## config.mk

```make
export PLATFORM = sky130hd
export DESIGN_NAME = deadline_priority_queue_core
export DESIGN_NICKNAME = d
export VERILOG_FILES = /design/src/design/dpq_pkg.sv /design/src/design/dpq_cell.sv /design/src/design/deadline_priority_queue_core.sv
export VERILOG_INCLUDE_DIRS = /design/src /design/src/design
export SDC_FILE = /design/constraint.sdc
export NUM_CORES = 2
export LEC_CHECK = 0
export BUFFER_PORTS_ARGS = -buffer_cell sky130_fd_sc_hd__buf_2
export CAP_MARGIN = 25
export CORE_AREA = 2 2 383 385
export DETAILED_ROUTE_END_ITERATION = 8
export DIE_AREA = 0 0 385 387
export GPL_TIMING_DRIVEN = 0
export PLACE_DENSITY = 0.5
export SETUP_SLACK_MARGIN = 0.1
export SLEW_MARGIN = 5
export SYNTH_ARGS = -nofsm -noshare
export SYNTH_HDL_FRONTEND = slang
export SYNTH_SLANG_ARGS = --single-unit
```

## constraint.sdc

```tcl
create_clock -name clk -period 13.2 [get_ports clk]
set_input_delay 2.64 -clock clk [delete_from_list [all_inputs] [get_ports clk]]
set_output_delay 2.64 -clock clk [all_outputs]
set_load 0.01 [all_outputs]
```

## src/design/deadline_priority_queue_core_assert.svh

```systemverilog
// Assertion macros for the deadline priority queue core.
`ifndef DEADLINE_PRIORITY_QUEUE_CORE_ASSERT_SVH
`define DEADLINE_PRIORITY_QUEUE_CORE_ASSERT_SVH

`ifndef SYNTHESIS
`define DPQ_ASSERT_IMP(lbl, ante, cons, msg) \
  lbl: assert property (@(posedge clk) disable iff (!rst_n) (ante) |-> (cons)) \
    else $error(msg);
`define DPQ_ASSERT_NXT(lbl, ante, cons, msg) \
  lbl: assert property (@(posedge clk) disable iff (!rst_n) (ante) |=> (cons)) \
    else $error(msg);
`else
`define DPQ_ASSERT_IMP(lbl, ante, cons, msg)
`define DPQ_ASSERT_NXT(lbl, ante, cons, msg)
`endif

`endif

```

## src/design/dpq_pkg.sv

```systemverilog
// Shared types, codes and constants of the deadline priority queue.
`default_nettype none

package dpq_pkg;

  localparam int DPQ_CAPACITY = 16;

  localparam int OP_W      = 2;
  localparam int DL_W      = 16;
  localparam int KIND_W    = 3;
  localparam int PL_W      = 32;
  localparam int ST_W      = 2;
  localparam int CNT_OUT_W = 5;

  localparam logic [OP_W-1:0] OP_ENQ  = 2'd0;
  localparam logic [OP_W-1:0] OP_DEQ  = 2'd1;
  localparam logic [OP_W-1:0] OP_PEEK = 2'd2;

  localparam logic [ST_W-1:0] ST_OK      = 2'd0;
  localparam logic [ST_W-1:0] ST_OVERDUE = 2'd1;
  localparam logic [ST_W-1:0] ST_FULL    = 2'd2;
  localparam logic [ST_W-1:0] ST_EMPTY   = 2'd3;

  typedef struct packed {
    logic [DL_W-1:0]   deadline;
    logic [KIND_W-1:0] kind;
    logic [PL_W-1:0]   payload;
  } entry_t;

  // Broadcast to every cell of the chain.
  typedef struct packed {
    logic   enq;
    logic   deq;
    entry_t new_entry;
  } cell_ctl_t;

endpackage

`default_nettype wire

```

## src/design/dpq_cell.sv

```systemverilog
// One slot of the sorted chain: compares, shifts right on insert, left on pop.
`default_nettype none

module dpq_cell (
  input  wire logic               clk,
  input  wire logic               rst_n,
  input  wire dpq_pkg::cell_ctl_t ctl,
  input  wire dpq_pkg::entry_t    left_entry,
  input  wire logic               left_valid,
  input  wire logic               left_ge,
  input  wire dpq_pkg::entry_t    right_entry,
  input  wire logic               right_valid,
  output dpq_pkg::entry_t         entry,
  output logic                    valid,
  output logic                    ge
);
  import dpq_pkg::*;

  entry_t entry_r, entry_nxt;
  logic   valid_r, valid_nxt;

  // Sorted chain: ge is set on a contiguous run ending at the last valid slot.
  assign ge = valid_r && (entry_r.deadline >= ctl.new_entry.deadline);

  always_comb begin
    entry_nxt = entry_r;
    valid_nxt = valid_r;
    if (ctl.enq) begin
      if (left_ge) begin
        entry_nxt = left_entry;
        valid_nxt = 1'b1;
      end else if (left_valid && (ge || !valid_r)) begin
        entry_nxt = ctl.new_entry;
        valid_nxt = 1'b1;
      end
    end else if (ctl.deq) begin
      entry_nxt = right_entry;
      valid_nxt = right_valid;
    end
  end

  always_ff @(posedge clk) begin
    if (!rst_n) begin
      valid_r <= 1'b0;
    end else begin
      valid_r <= valid_nxt;
    end
  end

  always_ff @(posedge clk) begin
    entry_r <= entry_nxt;
  end

  assign entry = entry_r;
  assign valid = valid_r;

endmodule

`default_nettype wire

```

## src/design/deadline_priority_queue_core.sv

```systemverilog
// Top level of the deadline priority queue: chain of sorted cells and result register.
`default_nettype none
`include "deadline_priority_queue_core_assert.svh"

// A command is taken whenever start is high and busy is low; busy is high
// while reset is applied, is cleared once reset is released, then stays
// low. Every command, enqueue,
// dequeue, peek or the unused code, gives exactly one result, shown with
// out_strobe for one cycle, the cycle after the command's transfer. The
// receiver cannot stall that result, and none is needed: a command may follow
// in every cycle, since each slot of the queue is a cell that compares its
// deadline with the new one and shifts in the same cycle, so a 16-bit compare
// (per cell, and against today for the enqueue control) plus the cell's
// four-way select (hold, shift in from either side, or take the new task)
// sets the clock rate. The queue keeps
// CAPACITY tasks, earliest deadline first, equal deadlines last in first out.
module deadline_priority_queue_core #(
  parameter int CAPACITY = dpq_pkg::DPQ_CAPACITY
) (
  input  wire logic                          clk,
  input  wire logic                          rst_n,
  input  wire logic                          start,
  output logic                               busy,
  input  wire logic [dpq_pkg::OP_W-1:0]      in_opcode,
  input  wire logic [dpq_pkg::DL_W-1:0]      in_task_deadline,
  input  wire logic [dpq_pkg::KIND_W-1:0]    in_task_kind,
  input  wire logic [dpq_pkg::PL_W-1:0]      in_task_payload,
  output logic                               out_strobe,
  output logic [dpq_pkg::ST_W-1:0]           out_status,
  output logic [dpq_pkg::DL_W-1:0]           out_deadline,
  output logic [dpq_pkg::KIND_W-1:0]         out_kind,
  output logic [dpq_pkg::PL_W-1:0]           out_payload,
  output logic [dpq_pkg::CNT_OUT_W-1:0]      out_entry_count,
  output logic                               out_is_empty,
  output logic [dpq_pkg::DL_W-1:0]           out_today
);
  import dpq_pkg::*;

  localparam int CNT_W = $clog2(CAPACITY + 1);

  logic             busy_r;
  logic [CNT_W-1:0] count_r, count_nxt;
  logic [DL_W-1:0]  today_r, today_nxt;

  logic             strobe_r;
  logic [ST_W-1:0]  status_r, status_nxt;
  logic [DL_W-1:0]  rdl_r, rdl_nxt;
  logic [KIND_W-1:0] rkind_r, rkind_nxt;
  logic [PL_W-1:0]  rpl_r, rpl_nxt;

  logic             accept;
  logic             empty, full;
  logic             do_enq, do_deq;
  cell_ctl_t        ctl;

  entry_t               cell_entry [CAPACITY];
  logic [CAPACITY-1:0]  cell_valid;
  logic [CAPACITY-1:0]  cell_ge;
  entry_t               left_entry [CAPACITY];
  logic [CAPACITY-1:0]  left_valid;
  logic [CAPACITY-1:0]  left_ge;
  entry_t               right_entry [CAPACITY];
  logic [CAPACITY-1:0]  right_valid;

  assign busy   = busy_r;
  assign accept = start && !busy_r;
  assign empty  = (count_r == '0);
  assign full   = (count_r == CNT_W'(CAPACITY));

  always_comb begin
    status_nxt = ST_OK;
    rdl_nxt    = '0;
    rkind_nxt  = '0;
    rpl_nxt    = '0;
    count_nxt  = count_r;
    today_nxt  = today_r;
    do_enq     = 1'b0;
    do_deq     = 1'b0;
    unique case (in_opcode)
      OP_ENQ: begin
        if (in_task_deadline < today_r) begin
          status_nxt = ST_OVERDUE;
        end else if (full) begin
          status_nxt = ST_FULL;
        end else begin
          do_enq    = 1'b1;
          count_nxt = count_r + 1'b1;
        end
      end
      OP_DEQ: begin
        if (empty) begin
          status_nxt = ST_EMPTY;
        end else begin
          do_deq    = 1'b1;
          rkind_nxt = cell_entry[0].kind;
          rpl_nxt   = cell_entry[0].payload;
          today_nxt = cell_entry[0].deadline;
          count_nxt = count_r - 1'b1;
        end
      end
      OP_PEEK: begin
        if (empty) begin
          status_nxt = ST_EMPTY;
        end else begin
          rdl_nxt   = cell_entry[0].deadline;
          rkind_nxt = cell_entry[0].kind;
          rpl_nxt   = cell_entry[0].payload;
        end
      end
      default: begin
      end
    endcase
  end

  assign ctl.enq                = accept && do_enq;
  assign ctl.deq                = accept && do_deq;
  assign ctl.new_entry.deadline = in_task_deadline;
  assign ctl.new_entry.kind     = in_task_kind;
  assign ctl.new_entry.payload  = in_task_payload;

  // Neighbour wiring; the head sees an always-valid, never-later left side.
  always_comb begin
    for (int i = 0; i < CAPACITY; i++) begin
      if (i == 0) begin
        left_entry[i] = ctl.new_entry;
        left_valid[i] = 1'b1;
        left_ge[i]    = 1'b0;
      end else begin
        left_entry[i] = cell_entry[i-1];
        left_valid[i] = cell_valid[i-1];
        left_ge[i]    = cell_ge[i-1];
      end
      if (i == CAPACITY - 1) begin
        right_entry[i] = '0;
        right_valid[i] = 1'b0;
      end else begin
        right_entry[i] = cell_entry[i+1];
        right_valid[i] = cell_valid[i+1];
      end
    end
  end

  for (genvar g = 0; g < CAPACITY; g++) begin : g_cell
    dpq_cell u_cell (
      .clk         (clk),
      .rst_n       (rst_n),
      .ctl         (ctl),
      .left_entry  (left_entry[g]),
      .left_valid  (left_valid[g]),
      .left_ge     (left_ge[g]),
      .right_entry (right_entry[g]),
      .right_valid (right_valid[g]),
      .entry       (cell_entry[g]),
      .valid       (cell_valid[g]),
      .ge          (cell_ge[g])
    );
  end

  always_ff @(posedge clk) begin
    if (!rst_n) begin
      busy_r   <= 1'b1;
      strobe_r <= 1'b0;
      count_r  <= '0;
      today_r  <= '0;
    end else begin
      busy_r   <= 1'b0;
      strobe_r <= accept;
      if (accept) begin
        count_r <= count_nxt;
        today_r <= today_nxt;
      end
    end
  end

  always_ff @(posedge clk) begin
    if (accept) begin
      status_r <= status_nxt;
      rdl_r    <= rdl_nxt;
      rkind_r  <= rkind_nxt;
      rpl_r    <= rpl_nxt;
    end
  end

  assign out_strobe      = strobe_r;
  assign out_status      = status_r;
  assign out_deadline    = rdl_r;
  assign out_kind        = rkind_r;
  assign out_payload     = rpl_r;
  assign out_entry_count = CNT_OUT_W'(count_r);
  assign out_is_empty    = empty;
  assign out_today       = today_r;

  `DPQ_ASSERT_IMP(a_count_front, 1'b1, empty == !cell_valid[0], "count and head slot disagree")
  `DPQ_ASSERT_IMP(a_count_tail, 1'b1, full == cell_valid[CAPACITY-1], "count and tail slot disagree")
  `DPQ_ASSERT_IMP(a_valid_packed, 1'b1, (cell_valid & (cell_valid + 1'b1)) == '0, "gap in chain")
  `DPQ_ASSERT_NXT(a_deq_count, accept && (in_opcode == OP_DEQ) && !empty, count_r == $past(count_r) - 1'b1, "dequeue count")
  `DPQ_ASSERT_NXT(a_strobe, 1'b1, out_strobe == $past(accept), "strobe not tied to transfer")

  for (genvar k = 0; k < CAPACITY - 1; k++) begin : g_sorted
    `DPQ_ASSERT_IMP(a_sorted, cell_valid[k+1], cell_entry[k].deadline <= cell_entry[k+1].deadline, "chain out of order")
  end

endmodule

`default_nettype wire

```

; ---- Word-level counts from Yosys, hierarchy flattened
; Index checks and enable logic that the tools add are counted.
[totals]
latch_bits = 0
reg_bits = 908
mem_bits_ro = 0
elab_cells = 348
output_inout_bits = 77
memories = 0
inputBits = 56
ram_bits = 0
[op_classes]
n_lt_le_gt_ge = 17
n_mux = 140
reduce_logical = 92
div_mod_pow = 0
n_addsub = 2
n_shift = 0
eq_ne = 22
mul = 0
n_bitwise = 3
[ops]
columns = cell, n
row1 = 2-to-1 mux 51 bit, 63
row2 = greater-or-equal comparator 16 bit, 16
row3 = 2-to-1 mux 1 bit, 69
row4 = inequality test 3 x 1 -> 1 bit (second input constant), 15
row5 = logical AND 1 bit, 34
row6 = AND reduction 2 bit, 16
row7 = zero test 1 bit, 17
row8 = logical OR 1 bit, 16
row9 = < comparator 16 bit, 1
row10 = 2-to-1 mux 5 bit, 3
row11 = one-hot mux 5 bit (2 select lines), 1
row12 = 2-to-1 mux 2 bit, 3
row13 = inequality test 2 bit (second input constant), 3
row14 = OR reduction 2 bit, 3
row15 = adder 5 x 1 -> 5 bit (second input constant), 1
row16 = == test 5 bit (second input constant), 1
row17 = zero test 5 bit, 1
row18 = AND reduction 5 bit, 1
row19 = subtractor 5 x 1 -> 5 bit (second input constant), 1
row20 = one-hot mux 2 bit (2 select lines), 1
row21 = nonzero test 2 bit, 2
row22 = inverter 1 bit, 3
row23 = AND reduction 3 bit, 1
row24 = == test 2 x 1 -> 1 bit (second input constant), 1
row25 = other kinds (3), 3

; ---- Longest topological paths before layout
[depth]
word_depth = 7
ltp_mapped = 13
mapped_depth_nobuf = 10

; ---- By module
; A second synthesis with hierarchy kept.
[hier_totals]
hier_cells = 4874
hier_area_um2 = 51882.3
[modules_own_cells]
columns = module, seq_area_each_um2, area_per_inst_um2, cells_per_inst, instances
row1 = dpq_cell (g_cell[2].u_cell ...), 1551.5, 3039.2, 287, 8
row2 = dpq_cell (g_cell[0].u_cell ...), 1551.5, 3019.1, 285, 8
row3 = deadline_priority_queue_core, 2052.0, 3415.8, 298, 1

; ---- Worst setup path after synthesis
; Ideal clock, no wire load.
[synth_timing]
path_type = input to register
start = input start
end = register g_cell[6].u_cell.entry_r (netlist bit g_cell[6].u_cell.entry[0]) (enable)
setup_ns = 0.530
slack_ns = 3.006
required_ns = 12.670
t_arrival_ns = 9.664
path_stages = 6
path_buffers = 2
cell_sequence = nor2b_1 and4_1 buf_2 buf_2 nand2_1 o21ai_0
[synth_between]
elab_chain_len = 4
word_cells_on_any_way = 6
classes_between = 1 x eq/ne / 5 x reduce/logical
[synth_lines]
columns = element, line_no
row1 = "start, declared", deadline_priority_queue_core.sv:22  ; input wire logic start,
row2 = logical AND 1 bit *, deadline_priority_queue_core.sv:66  ; assign accept = start && !busy_r;
row3 = logical AND 1 bit (on tied branches), "deadline_priority_queue_core.sv:115, deadline_priority_queue_core.sv:116"
row4 = inequality test 3 x 1 -> 1 bit (no source line) / nonzero test 2 bit (equally long branches), n/a
row5 = AND reduction 2 bit (no source line) *, n/a
row6 = "end signal, assigned", dpq_cell.sv:51  ; entry_r <= entry_nxt;
row7 = "end, declared", dpq_cell.sv:19  ; entry_t entry_r, entry_nxt;
; Mark *: on every way between the ends. The rest lies on a longest branch, timed or not.
; A chain may end at the register's enable or synchronous reset.

==> results.yml <==
synth:
  syn-cell-area_mm2: 0.0503
  synth_cell_types: 61
  ys.flop_type: "edfxtp_1"
  synth-async-reset-ratio_pct: 0
  syn_nets: 4983
  synth_edf_count: 869
  postSynthAreaPerCell_um2: 10.8
  yosys_register_bits: 908
  yosys_warnings: 0
  seq_area_frac_synth_pct: 53.4
  syn_inst: 4648
route:
  drc: 0
  routedWlPerCell_um: 22.6
  totalWireLength_um: 156000
  drt_iter0_drc: 2297
  antenna_left: 0
  drt_first_pass_iters: 6
  vias_per_cell: 5.34
  vias: 36900
clock_network:
  cts.sinks: 908
  cts.repair.resized: 0
  hold_buffers: 0
  cts_buffers: 102
  cts_root_buf: "clkbuf_16"
  cts_setup_buffers: 0
  cts_tree: "yes"
  htree_levels: 3
  clk_pin_slew_ns: 0.06
  clkLatencyLatePin_ns: 0.73
  cts_max_path_buffers: 3
global_route:
  grt_max_degree: 52
  overflow: 0
  grt_usage_pct: 20.5
  antenna_found_initial: 3
  grt_pass1_wl_um: 235000
  grt_pass1_vias: 38800
timing:
  setup_viol_count_final: 0
  setup_tns_ns: 0
  relSlewSlack_pct: 24.8
  fmax_mhz: 145
  skew_ns: 0.0303
  rsz0062_at_grt: "no"
  slew_violations: 0
  hold_violations: 0
  fin_crit_ns: 6.89
  worst_pin_slew_ns: 1.11
  finalCritPeriodShare_pct: 52.2
floorplanning:
  start_util_pct: 34.8
  rows: 140
  core_area_mm2: 0.145
  die-width_um: 385
  pin_count: 133
  die_area_mm2: 0.149
  die_h_um: 387
layout:
  multiInputGateArea_mm2: 0.0218
  fin_util_pct: 39.3
  area.growth.synth_to_final_pct: 13.2
  fill_cells: 14500
  drive_gt1_share_pct: 9.36
  nets: 5231
  ff_latch_area_mm2: 0.0269
  layout_commonest_cell: "nand2_1"
  final_cell_mix: "nand2_1 (912), edfxtp_1 (869), mux2i_1 (661)"
  stdcell_area_mm2: 0.0570
pwr:
  p_leak_nw: 25.5
  power_density_mw_per_mm2: 113
  ir_worst_vdd_uv: 109
setup_path:
  worst-setup-path-type: "primary input to flip-flop"
  path_cells: "buf_2, clkbuf_1, inv_1, ha_1, nand2_1, nor4_1, a21oi_1, o21ai_0, and3_1, clkbuf_1, clkbuf_1, clkbuf_1, o211ai_1"
  path_common_cell: "clkbuf_1"
  crit_arrival_ns: 7.32
  slowest_stage: "clkbuf_1"
  crit_fanout: 17
  critical_path.endpoint_type: "flip-flop"
  required_ns: 13.63
  cpPeakStageDelay_ns: 0.64
  crit_path_start_kind: "primary input"
placement:
  place_congestion: 0.813
  dp.final_hpwl_um: 122000
  io_buffers: 131
  dpl_cell_area_mm2: 0.0538
hold_path:
  hold_class: "flip-flop to flip-flop"
run:
  maxCapViolations: 0
run_status:
  outcome: "finished clean"
[sequential cells by signal, indices dropped and copies added (netlist names)]
name,cells
out_strobe,1
g_cell.u_cell.valid,16
busy,1
out_kind,3
g_cell.u_cell.entry,816
out_status,2
out_today,16
out_entry_count,5
out_payload,32
out_deadline,16
[where the power goes]
group / switching, W / internal, W / leakage [nW] / total, W
registers: 0.0000182 / 0.00317 / 8.26 / 0.00318
clock network: 0.00125 / 0.00159 / 1.56 / 0.00284
logic: 0.000283 / 0.000145 / 15.6 / 0.000428
total: 0.00155 / 0.00490 / 25.5 / 0.00645
[synth_stat cells (all sizes together), types with 53 or more instances]
cell type  count  area (um2)
nand3         53         270
nand2        915        3440
mux2i        661        6620
buf          167         900
o21ai        661        3310
inv           59         221
a21o          65         488
a21oi        219        1100
clkbuf       178         668
ha           278        3480
edfxtp       869       26100
and2          54         338
nor2         156         586
[layout make-up]
cell class	instances	area share, %
Multi-Input combinational cell	3336	38.3
Timing Repair Buffer	144	1.59
Buffer	345	2.75
Tap cell	1917	4.21
Antenna cell	5	0.0220
Clock inverter	43	0.716
Inverter	59	0.389
Sequential cell	908	47.2
Clock buffer	143	4.89
[per-stage QoR]
step / worst slack (ns) / power [W] / instances / hold WS (ns)
2_1_floorplan: 3.01 / 0.00351 / 4648 / 0.486
3_3_place_gp: -1.07 / 0.00367 / 6696 / 0.459
3_5_place_dp: 5.71 / 0.00368 / 6708 / 0.465
4_1_cts: 6.46 / 0.00650 / 6894 / 0.473
5_1_grt: 6.07 / 0.00666 / 6895 / 0.495
6_report: 6.31 / 0.00645 / 6900 / 0.468
[layer usage]
metal	wire (um)	track usage [%]	vias to the layer above
met4	5260	6.63	2
met1	71100	27.6	18400
met2	74900	34.1	654
li1	-	-	17600
met3	5010	2.51	233
met5	7	0	-
[kinds of logic (layout without fill, tap and decap cells)]
family                   Yosys count  after routing  share of synthesized area (%)
AND/OR/NAND/NOR                 1287           1287                           10.6
AO/OA/AOI/OAI                   1105           1105                           12.3
flip-flops                       908            908                           53.4
multiplexers                     661            661                           13.1
buffers and inverters            404            734                           3.55
adder cells (fa/ha/maj)          279            279                           6.95
XOR/XNOR                           4              4                         0.0696
other                              0              5                              0
[final timing paths]
kind	endpoint	from	slack, ns	depth (start not counted)
max reg2reg	g_cell[0].u_cell.entry[14]	out_today[15]	8.22	14
min reg2reg	out_today[8]	out_today[8]	0.47	2
min	out_today[8]	out_today[8]	0.47	2
max	g_cell[8].u_cell.entry[34]	in_task_deadline[7]	6.31	13
[worst max-delay path, delay by kind of cell]
family                     cells  cell delay (ns)
AOI/OAI and AO/OA              3             0.64
adders and majority gates      1             0.48
buffers and inverters          6             2.94
and+or+nand+nor                3             0.57
Power figures use the tool's default switching activity.
